--- config.mk ---
export PLATFORM = sky130hd
export DESIGN_NAME = gltok_ctrl
export DESIGN_NICKNAME = d
export VERILOG_FILES = /design/src/assert_macros.svh /design/src/gltok_pkg.sv /design/src/gltok_ctrl.sv
export SDC_FILE = /design/constraint.sdc
export NUM_CORES = 1
export LEC_CHECK = 0
export BUFFER_PORTS_ARGS = -buffer_cell sky130_fd_sc_hd__clkbuf_2
export CAP_MARGIN = 20
export CORE_MARGIN = 3
export CORE_UTILIZATION = 36
export CTS_BUF_LIST = sky130_fd_sc_hd__clkbuf_16
export CTS_CLUSTER_DIAMETER = 50
export DETAILED_ROUTE_END_ITERATION = 10
export PLACE_DENSITY = 0.73
export SETUP_SLACK_MARGIN = 0.15
export SYNTH_ARGS = -nofsm -noshare
export SYNTH_HDL_FRONTEND = slang
export SYNTH_SLANG_ARGS = --single-unit
export TNS_END_PERCENT = 30
--- constraint.sdc ---
create_clock -name i_clk -period 2.1 [get_ports i_clk]
set_input_delay 0.21 -clock i_clk [delete_from_list [all_inputs] [get_ports i_clk]]
set_output_delay 0.21 -clock i_clk [all_outputs]
set_load 0.05 [all_outputs]
--- src/assert_macros.svh ---
// Concurrent assertion helpers used by the datapath.
`ifndef ASSERT_MACROS_SVH
`define ASSERT_MACROS_SVH

// Property holds at every clock edge outside reset.
`define ASSERT_ALWAYS(lbl, clk, rst_n, prop, msg) \
    lbl: assert property (@(posedge clk) disable iff (!(rst_n)) (prop)) else $error(msg);

// Antecedent implies consequent in the same cycle.
`define ASSERT_IMPLIES(lbl, clk, rst_n, ante, cons, msg) \
    lbl: assert property (@(posedge clk) disable iff (!(rst_n)) (ante) |-> (cons)) \
        else $error(msg);

`endif

--- src/gltok_pkg.sv ---
package gltok_pkg;

    localparam int TABLE_ENTRIES = 256;
    localparam int SYMBOL_BYTES  = 4;
    localparam int ADDR_W  = $clog2(TABLE_ENTRIES);
    localparam int LEN_W   = 3;
    localparam int BYTES_W = 8 * SYMBOL_BYTES;
    localparam int ID_W    = 8;
    localparam int CNT_W   = $clog2(TABLE_ENTRIES + 1);
    localparam int ENTRY_W = BYTES_W + LEN_W;
    localparam int CFG_IDX_W = 8;

    localparam logic [ID_W-1:0] END_TOKEN_RESET = 8'd10;

    localparam logic [1:0] REQ_LOAD = 2'd0;
    localparam logic [1:0] REQ_TEXT = 2'd1;
    localparam logic [1:0] REQ_END  = 2'd2;

    localparam logic [CFG_IDX_W-1:0] CFG_BEGIN = 8'd0;
    localparam logic [CFG_IDX_W-1:0] CFG_END   = 8'd1;

    typedef struct packed {
        logic latch;
        logic dec;
        logic ld_read;
        logic ld_write;
        logic scan_start;
        logic scan_step;
        logic match_apply;
        logic end_apply;
        logic fin_push;
    } t_cmd;

    typedef struct packed {
        logic is_load;
        logic is_text;
        logic is_end;
        logic loaded;
        logic need_match;
        logic scan_done;
        logic found;
        logic can_push;
        logic pend_v;
        logic out_free;
    } t_status;

    function automatic logic [BYTES_W-1:0] byte_mask(input logic [LEN_W-1:0] len);
        logic [BYTES_W-1:0] m;
        m = '0;
        for (int b = 0; b < SYMBOL_BYTES; b++) begin
            if (LEN_W'(b) < len) m[8*b +: 8] = 8'hFF;
        end
        return m;
    endfunction

endpackage

--- src/gltok_ctrl.sv ---
module gltok_ctrl (
    input  logic              i_clk,
    input  logic              i_rst_n,
    input  logic              i_in_valid,
    output logic              o_in_stall,
    input  gltok_pkg::t_status i_status,
    output gltok_pkg::t_cmd   o_cmd
);
    typedef enum logic [7:0] {
        S_IDLE  = 8'b0000_0001,
        S_DEC   = 8'b0000_0010,
        S_LD_RD = 8'b0000_0100,
        S_LD_WR = 8'b0000_1000,
        S_CHECK = 8'b0001_0000,
        S_SCAN  = 8'b0010_0000,
        S_MATCH = 8'b0100_0000,
        S_FIN   = 8'b1000_0000
    } t_state;

    t_state r_state, n_state;

    always_ff @(posedge i_clk) begin
        if (!i_rst_n) r_state <= S_IDLE;
        else          r_state <= n_state;
    end

    always_comb begin
        n_state = r_state;
        o_cmd   = '0;
        case (r_state)
            S_IDLE: begin
                if (i_in_valid) begin
                    o_cmd.latch = 1'b1;
                    n_state     = S_DEC;
                end
            end
            S_DEC: begin
                if (i_status.is_load) begin
                    n_state = S_LD_RD;
                end else if (i_status.is_text || i_status.is_end) begin
                    o_cmd.dec = 1'b1;
                    n_state   = i_status.loaded ? S_CHECK : S_IDLE;
                end else begin
                    n_state = S_IDLE;
                end
            end
            S_LD_RD: begin
                o_cmd.ld_read = 1'b1;
                n_state       = S_LD_WR;
            end
            S_LD_WR: begin
                o_cmd.ld_write = 1'b1;
                n_state        = S_IDLE;
            end
            S_CHECK: begin
                if (i_status.need_match) begin
                    o_cmd.scan_start = 1'b1;
                    n_state          = S_SCAN;
                end else if (i_status.is_end) begin
                    if (i_status.can_push) begin
                        o_cmd.end_apply = 1'b1;
                        n_state         = S_FIN;
                    end
                end else begin
                    n_state = S_FIN;
                end
            end
            S_SCAN: begin
                o_cmd.scan_step = 1'b1;
                if (i_status.scan_done) n_state = S_MATCH;
            end
            S_MATCH: begin
                if (!i_status.found || i_status.can_push) begin
                    o_cmd.match_apply = 1'b1;
                    n_state           = S_CHECK;
                end
            end
            S_FIN: begin
                if (!i_status.pend_v) begin
                    n_state = S_IDLE;
                end else if (i_status.out_free) begin
                    o_cmd.fin_push = 1'b1;
                    n_state        = S_IDLE;
                end
            end
            default: n_state = S_IDLE;
        endcase
    end

    assign o_in_stall = !i_rst_n || (r_state != S_IDLE);
endmodule

# Word-level counts from Yosys, hierarchy flattened

Index checks and enable logic that the tools add are counted.

Flip-flop bits (word level): 8
Latch bits: 0
RAM bits: 0
Bits in read-only memories: 0
Input port bits: 13
Output and inout bits: 10
Word-level logic and storage cells: 52
Memories kept: 0

Add/sub/neg operators: 0
Multipliers: 0
Divide/modulo/power cells: 0
Order comparisons: 0
Eq/ne operators: 14
Shift-type cells: 0
Muxes and demuxes: 31
Bitwise operators: 0
Reduce and logical (&&, ||, !) cells: 6

Operator list:

| cell                                                            | count |
|---|---|
| 8-bit 2-to-1 mux                                                | 9 |
| 8-bit one-hot mux with 7 select lines                           | 1 |
| 1-bit 2-to-1 mux                                                | 19 |
| 5-bit 2-to-1 mux                                                | 2 |
| 8-bit by 1-bit == test with 1-bit output, second input constant | 1 |
| 8-bit by 2-bit == test with 1-bit output, second input constant | 1 |
| 8-bit by 3-bit == test with 1-bit output, second input constant | 1 |
| 8-bit by 4-bit == test with 1-bit output, second input constant | 1 |
| 8-bit by 5-bit == test with 1-bit output, second input constant | 1 |
| 8-bit by 6-bit == test with 1-bit output, second input constant | 1 |
| 8-bit by 7-bit == test with 1-bit output, second input constant | 1 |
| 8-bit == test, second input constant                            | 1 |
| 8-bit by 1-bit != test with 1-bit output, second input constant | 1 |
| 2-bit != test, second input constant                            | 3 |
| 5-bit AND reduction                                             | 1 |
| 4-bit != test, second input constant                            | 1 |
| 1-bit logical OR                                                | 3 |
| 3-bit != test, second input constant                            | 1 |
| 1-bit zero test                                                 | 2 |

# Logic depth before layout (Yosys ltp)

Gate-level depths: netlist (run 1).

Depth in word-level cells: 4
Mapped depth: 7
Depth with buffers taken out: 5

# Worst setup path after synthesis (run 1)

OpenSTA, ideal clock, no wires.

Path type: reg2reg
Start: reg r_state[0]
End: reg r_state[0]
Data arrival time: 2.967 ns
Required time: 1.981 ns
Path slack: -0.986 ns
Cell stages (with the launch flop): 6
Path buffers: 0
Clock period less this slack: 3.086 ns
Path through: dfxtp_1 > or4_1 > nor4_1 > nor4_1 > a21oi_1 > o21ai_1

Longest elaborated chain between the ends: 3
Elaborated cells on any way between the ends: 14
Those cells by class: eq/ne (12); mux (1); reduce/logical (1)

Ends and longest elaborated chain:

| what                                                             | line             | RTL |
|---|---|---|
| start, declared                                                  | gltok_ctrl.sv:20 | `t_state r_state, n_state;` |
| start signal, assigned                                           | gltok_ctrl.sv:24 | `else r_state <= n_state;` |
| 8-bit by 5-bit == test with 1-bit output (tied with other cells) | gltok_ctrl.sv:30 | `case (r_state)` |
| 4-bit != test (no line) (tied with other cells)                  | -                |  |
| 5-bit AND reduction (no line)                                    | -                |  |

Parallel ways exist; a longest one is shown, timed or not.
A chain may end at the register's enable or synchronous reset.

==> results of run 1 <==
-- worst max-delay path, delay by kind of cell, from the launching register on --
family	cells	cell delay [ns]
buffers and inverters	2	0.31
DFF	1	0.31
and+or+nand+nor	3	1.08
-- stage by stage --
step	total power, W	TNS (ns)
2_1_floorplan	0.000382	-0.0255
3_3_place_gp	0.000470	0
5_1_grt	0.000898	-0.170
4_1_cts	0.000829	-0.0871
3_5_place_dp	0.000471	0
6_report	0.000861	-0.101
-- synth_stat cells, drive strengths merged, types with 2 or more instances --
cell type,count
o21ai,4
nand2,2
o21a,3
inv,4
dfxtp,8
nor4b,2
and2,3
nor3b,3
a21oi,3
nor3,2
nand3,2
nand2b,7
nor4,8
buf,3
or4,3
nor2,6
-- routing by layer --
metal  track usage  routed length (um)  up-vias
met5             0                   0        -
met4         0.134                  71        0
met3        0.0752                 165        9
met2         0.338                1120       38
met1         0.274                 957      361
li1              -                   -      367
-- where the power goes --
| group | internal (W) | switching [W] | leakage (nW) |
|---|---|---|---|
| Clock | 0.000246 | 0.0000833 | 0.0370 |
| Combinational | 0.000141 | 0.000197 | 0.347 |
| Sequential | 0.000170 | 0.0000234 | 0.0660 |
| Total | 0.000557 | 0.000304 | 0.450 |
-- kinds of logic (layout without fill, tap and decap cells) --
logic type / count (synthesis) / in the layout / share of synthesized area
and+or+nand+nor: 47 / 47 / 0.497
AOI/OAI and AO/OA: 15 / 15 / 0.162
DFF: 8 / 8 / 0.255
buffers and inverters: 7 / 42 / 0.0719
xor gates and xnor gates: 1 / 1 / 0.0140
-- what timing repair did --
item,CTS,global route
pin swaps,3,3
resized for setup,24,13
buffers inserted,2,2
endpoints found under the setup margin,12,15
-- worst min path at each step --
| stage | endpoint | from | cells after the start |
|---|---|---|---|
| after floorplan | r_state[2] | i_status[9] | 2 |
| after global placement | r_state[2] | i_status[9] | 3 |
| after detailed placement | r_state[2] | i_status[9] | 3 |
| after CTS | r_state[2] | i_status[9] | 3 |
| after global routing | r_state[5] | i_rst_n | 2 |
| final | r_state[2] | i_status[9] | 3 |
-- cell type report --
cell class	count	area, um^2	share of cell area
multi-input combinational	63	532	0.482
timing repair buffer	35	295	0.268
tap	16	20.0	0.0182
sequential	8	165	0.150
inverter	4	15.0	0.0136
clock buffer	3	75.1	0.0681
==> impl_metrics.csv, run 1 <==
group,metric,value,unit
finish,nets,128,
power,ir_drop,524,uV
synth,synth_area_leaders,"dfxtp_1 (26%), nand2b_1 (7.0%), nor4_1 (7.0%)",
place,dp_slack,0.0316,ns
clocking,ctsHoldBuffers,0,
clocking,clkLatencyLatePin,0.24,ns
global_route,grt_pass1_wl,3430,um
finish,final_common_cell,"clkbuf_2",
finish,top_register,"r_state",
synth,synth_fp_nets,91,
routing,vias,775,
setup_path,r2r_slack,0.09,ns
setup_path,rr_startpoint,"r_state[5]",
routing,detail_route.wl_per_cell,17.9,um
setup_path,cp_max_fo,4,
clocking,cts_buffer_depth,2,
floorplanning,num_rows,14,
place,placed_cell_area,848,um^2
timing,tightest_slew,0.464,ns
setup_path,ff2ff_path_depth,4,
timing,fin_worst_skew,0.00263,ns
global_route,grt_pass1_vias,718,
setup_path,crit_required,1.89,ns
synth,synth_cells,78,
synth,async_reset_ff_frac,0,
finish,drive_gt1_frac,0.540,
finish,reg_top3,"r_state (8)",
floorplanning,fp.dieArea,2280,um^2
clocking,cts_tree,"built",
routing,firstDrtPassIters,4,
clocking,cts_made_buffers,3,
setup_path,critPathLaunch,"r_state[5]",
finish,final_util,0.699,
floorplanning,die_h,47.7,um
finish,largest_reg_flops,8,
routing,drt_iter0_drc,23,
global_route,antenna_found_initial,0,
setup_path,slowest_delay,0.54,ns
timing,max-slew-margin-rel,0.688,
finish,fin_area,1100,um^2
finish,instances_no_fill,129,
clocking,cts.sinks,8,
clocking,root_buffer,"clkbuf_16",
setup_path,path_class,"reg2out",
power,p_leak,0.450,nW
timing,timing.final.crit_period,2.16,ns
synth,synthFlopType,"dfxtp_1",
place,placed_cells_incl_taps,122,
routing,postRouteAntennaNets,0,
routing,routed_wl,2310,um
synth,yosysSeqAreaShare,0.255,
floorplanning,core,1580,um^2
setup_path,path_cells,"or4_4, buf_6, nor4_4, and4b_1, buf_8",
setup_path,crit_path_end,"o_cmd[1]",
finish,n_fill_cell,112,
synth,synth_edf_count,0,
timing,post-route-period-util,1.03,
timing,fin_ws,-0.0551,ns
timing,slew_violations,0,
finish,layout_common_cells,"clkbuf_2 (13), buf_4 (12), nand2b_1 (7)",
synth,ys_ff_latch,8,
status,failed_checks,"negative setup slack",
timing,rsz0062_at_grt,"true",
synth,yosys.area.top_type,"dfxtp_1",
clocking,cts_htree_levels,1,
setup_path,r2r-end,"r_state[4]",
floorplanning,io-pin-count,23,
routing,route.detailed.drc,0,
setup_path,cp.arrival,1.95,ns
place,port_buffers,22,
clocking,path_clk_slew,0.04,ns
min_path,hold_path_class,"in2reg",
place,gp_congestion,0.857,
synth,syn_area,627,um^2
global_route,grt_usage,0.224,
synth,synth_cell_types,35,
timing,fin_hold_ws,0.273,ns
setup_path,crit_slowest_cell,"or4_4",
timing,hold_viol,0,
setup_path,worstSetupStartpointType,"flop",
routing,viasPerCell,6.01,
synth,syn_area_per_cell,8.04,um^2
timing,setup_violations,2,
synth,synth_top_area_frac,0.255,
global_route,grt-ovfl-total,0,
timing,clock.fmax,464,MHz
global_route,grt_max_degree,9,
finish,antennaDiodeCount,0,
floorplanning,die_w,47.7,um
finish,synthToLayoutAreaGrowth,75.8,%
synth,yosys_warnings,0,
status,outcome,"complete, but fails checks",
floorplanning,initial_core_util,0.398,
power,power.density,781,nW/um^2
run,max_cap_violations,0,
setup_path,cp-end-kind,"primary output",
place,hpwlAfterDp,1490,um
Note: power is estimated with default switching activity, not from simulation.
==> inputs of run 2 (changes only) <==
CAP_MARGIN = unset   (was 20)
CTS_BUF_LIST = sky130_fd_sc_hd__clkbuf_2   (was sky130_fd_sc_hd__clkbuf_16)
REMOVE_ABC_BUFFERS = 1   (was unset)
==> impl_metrics.csv, run 2 (synthesis gave the netlist of run 1 again) <==
group,metric,value,unit
status,outcome,"complete, but fails checks",
status,failed_checks,"negative setup slack",
floorplanning,die_w,47.7,um
run,max_cap_violations,0,
floorplanning,io-pin-count,23,
timing,setup_violations,1,
setup_path,path_class,"reg2out",
setup_path,cp-end-kind,"primary output",
power,power.density,607,nW/um^2
timing,timing.final.crit_period,2.18,ns
timing,clock.fmax,460,MHz
timing,fin_worst_skew,0.00368,ns
setup_path,crit_required,1.89,ns
finish,antennaDiodeCount,0,
global_route,grt_usage,0.208,
place,hpwlAfterDp,1440,um
routing,postRouteAntennaNets,0,
finish,top_register,"r_state",
timing,tightest_slew,0.491,ns
finish,largest_reg_flops,8,
power,p_int,0.000349,W
timing,hold_viol,0,
finish,synthToLayoutAreaGrowth,62.1,%
power,p_comb_frac,0.564,
global_route,antenna_found_initial,0,
timing,post-route-period-util,1.04,
place,gp_congestion,0.891,
floorplanning,num_rows,14,
finish,final_util,0.644,
finish,n_fill_cell,137,
power,power.switching,0.000268,W
timing,max-slew-margin-rel,0.668,
global_route,grt_max_degree,9,
clocking,root_buffer,"clkbuf_2",
finish,layout_common_cells,"buf_4 (17), clkbuf_2 (15), nand2b_1 (7)",
floorplanning,initial_core_util,0.398,
timing,slew_violations,0,
setup_path,cp_max_fo,3,
routing,routed_wl,2150,um
timing,rsz0062_at_grt,"true",
finish,drive_gt1_frac,0.504,
power,p_leak,0.427,nW
setup_path,cp.arrival,1.97,ns
min_path,hold_path_class,"in2reg",
power,power_frac_seq,0.283,
clocking,path_clk_slew,0.07,ns
routing,vias,775,
routing,firstDrtPassIters,4,
clocking,ctsHoldBuffers,0,
setup_path,worstSetupStartpointType,"flop",
clocking,cts_buffer_depth,2,
routing,detail_route.wl_per_cell,16.4,um
power,p_clk_frac,0.152,
power,ir_drop,416,uV
clocking,cts.sinks,8,
routing,viasPerCell,5.92,
timing,fin_ws,-0.0756,ns
clocking,cts_tree,"built",
routing,drt_iter0_drc,21,
floorplanning,fp.dieArea,2280,um^2
clocking,cts_made_buffers,3,
power,switching_share,0.434,
finish,reg_top3,"r_state (8)",
global_route,grt-ovfl-total,0,
clocking,cts_htree_levels,1,
floorplanning,core,1580,um^2
finish,final_common_cell,"buf_4",
floorplanning,die_h,47.7,um
place,placed_cells_incl_taps,122,
finish,instances_no_fill,131,
finish,nets,130,
clocking,clkLatencyLatePin,0.25,ns
place,port_buffers,22,
routing,route.detailed.drc,0,
global_route,grt_pass1_vias,727,
global_route,grt_pass1_wl,3290,um
## run 2: per-stage QoR
| step | setup TNS (ns) | hold slack [ns] | instance area, um^2 | total power, W | worst slack, ns |
|---|---|---|---|---|---|
| after floorplan | -4.81 | 0.327 | 597 | 0.000358 | -0.986 |
| after global placement | 0 | 0.447 | 795 | 0.000437 | 0.0707 |
| after detailed placement | 0 | 0.459 | 795 | 0.000439 | 0.0488 |
| after CTS | -0.0521 | 0.220 | 988 | 0.000586 | -0.0520 |
| after global routing | -0.218 | 0.227 | 1020 | 0.000645 | -0.130 |
| final | -0.0756 | 0.230 | 1020 | 0.000617 | -0.0756 |
## run 2: final timing paths
check          endpoint        start  depth (start not counted)  slack, ns
max            o_cmd[7]   r_state[2]                          5      -0.08
min          r_state[2]  i_status[9]                          3       0.23
max reg2reg  r_state[4]   r_state[3]                          8       0.14
min reg2reg  r_state[2]   r_state[3]                          2       0.65
## run 2: layout make-up
cell class	count	area, um^2	share of cell area
Sequential cell	8	165	0.163
Tap cell	16	20.0	0.0197
Multi-Input combinational cell	63	508	0.500
Timing Repair Buffer	37	293	0.288
Inverter	4	15.0	0.0148
Clock buffer	3	15.0	0.0148
## run 2: power groups by stage
| stage | Clock, W | Combinational [W] | Sequential [W] |
|---|---|---|---|
| floorplan | 0 | 0.000167 | 0.000191 |
| global placement | 0 | 0.000260 | 0.000176 |
| detailed placement | 0 | 0.000261 | 0.000177 |
| CTS | 0.0000953 | 0.000316 | 0.000175 |
| global route | 0.000103 | 0.000367 | 0.000176 |
| finish | 0.0000940 | 0.000348 | 0.000175 |
## run 2: critical path, stage by stage, from the launching register on
cell     delay, ns
dfxtp_2       0.32
or4_4         0.55
or3_4         0.38
nor3_4        0.14
o21a_1        0.17
buf_8         0.15
## run 2: metal layers
| layer | share of wire | vias to the layer above | global-route usage |
|---|---|---|---|
| met5 | 0 | - | 0 |
| met3 | 0.049 | 5 | 0.0188 |
| met4 | 0.025 | 0 | 0.129 |
| met2 | 0.50 | 35 | 0.332 |
| met1 | 0.42 | 366 | 0.268 |
| li1 | - | 369 | - |
## run 2: timing repair
item                       CTS  global route
setup buffers                6             0
gates resized for setup     29            13
setup endpoints to repair   11            11
pin swaps                    6             3
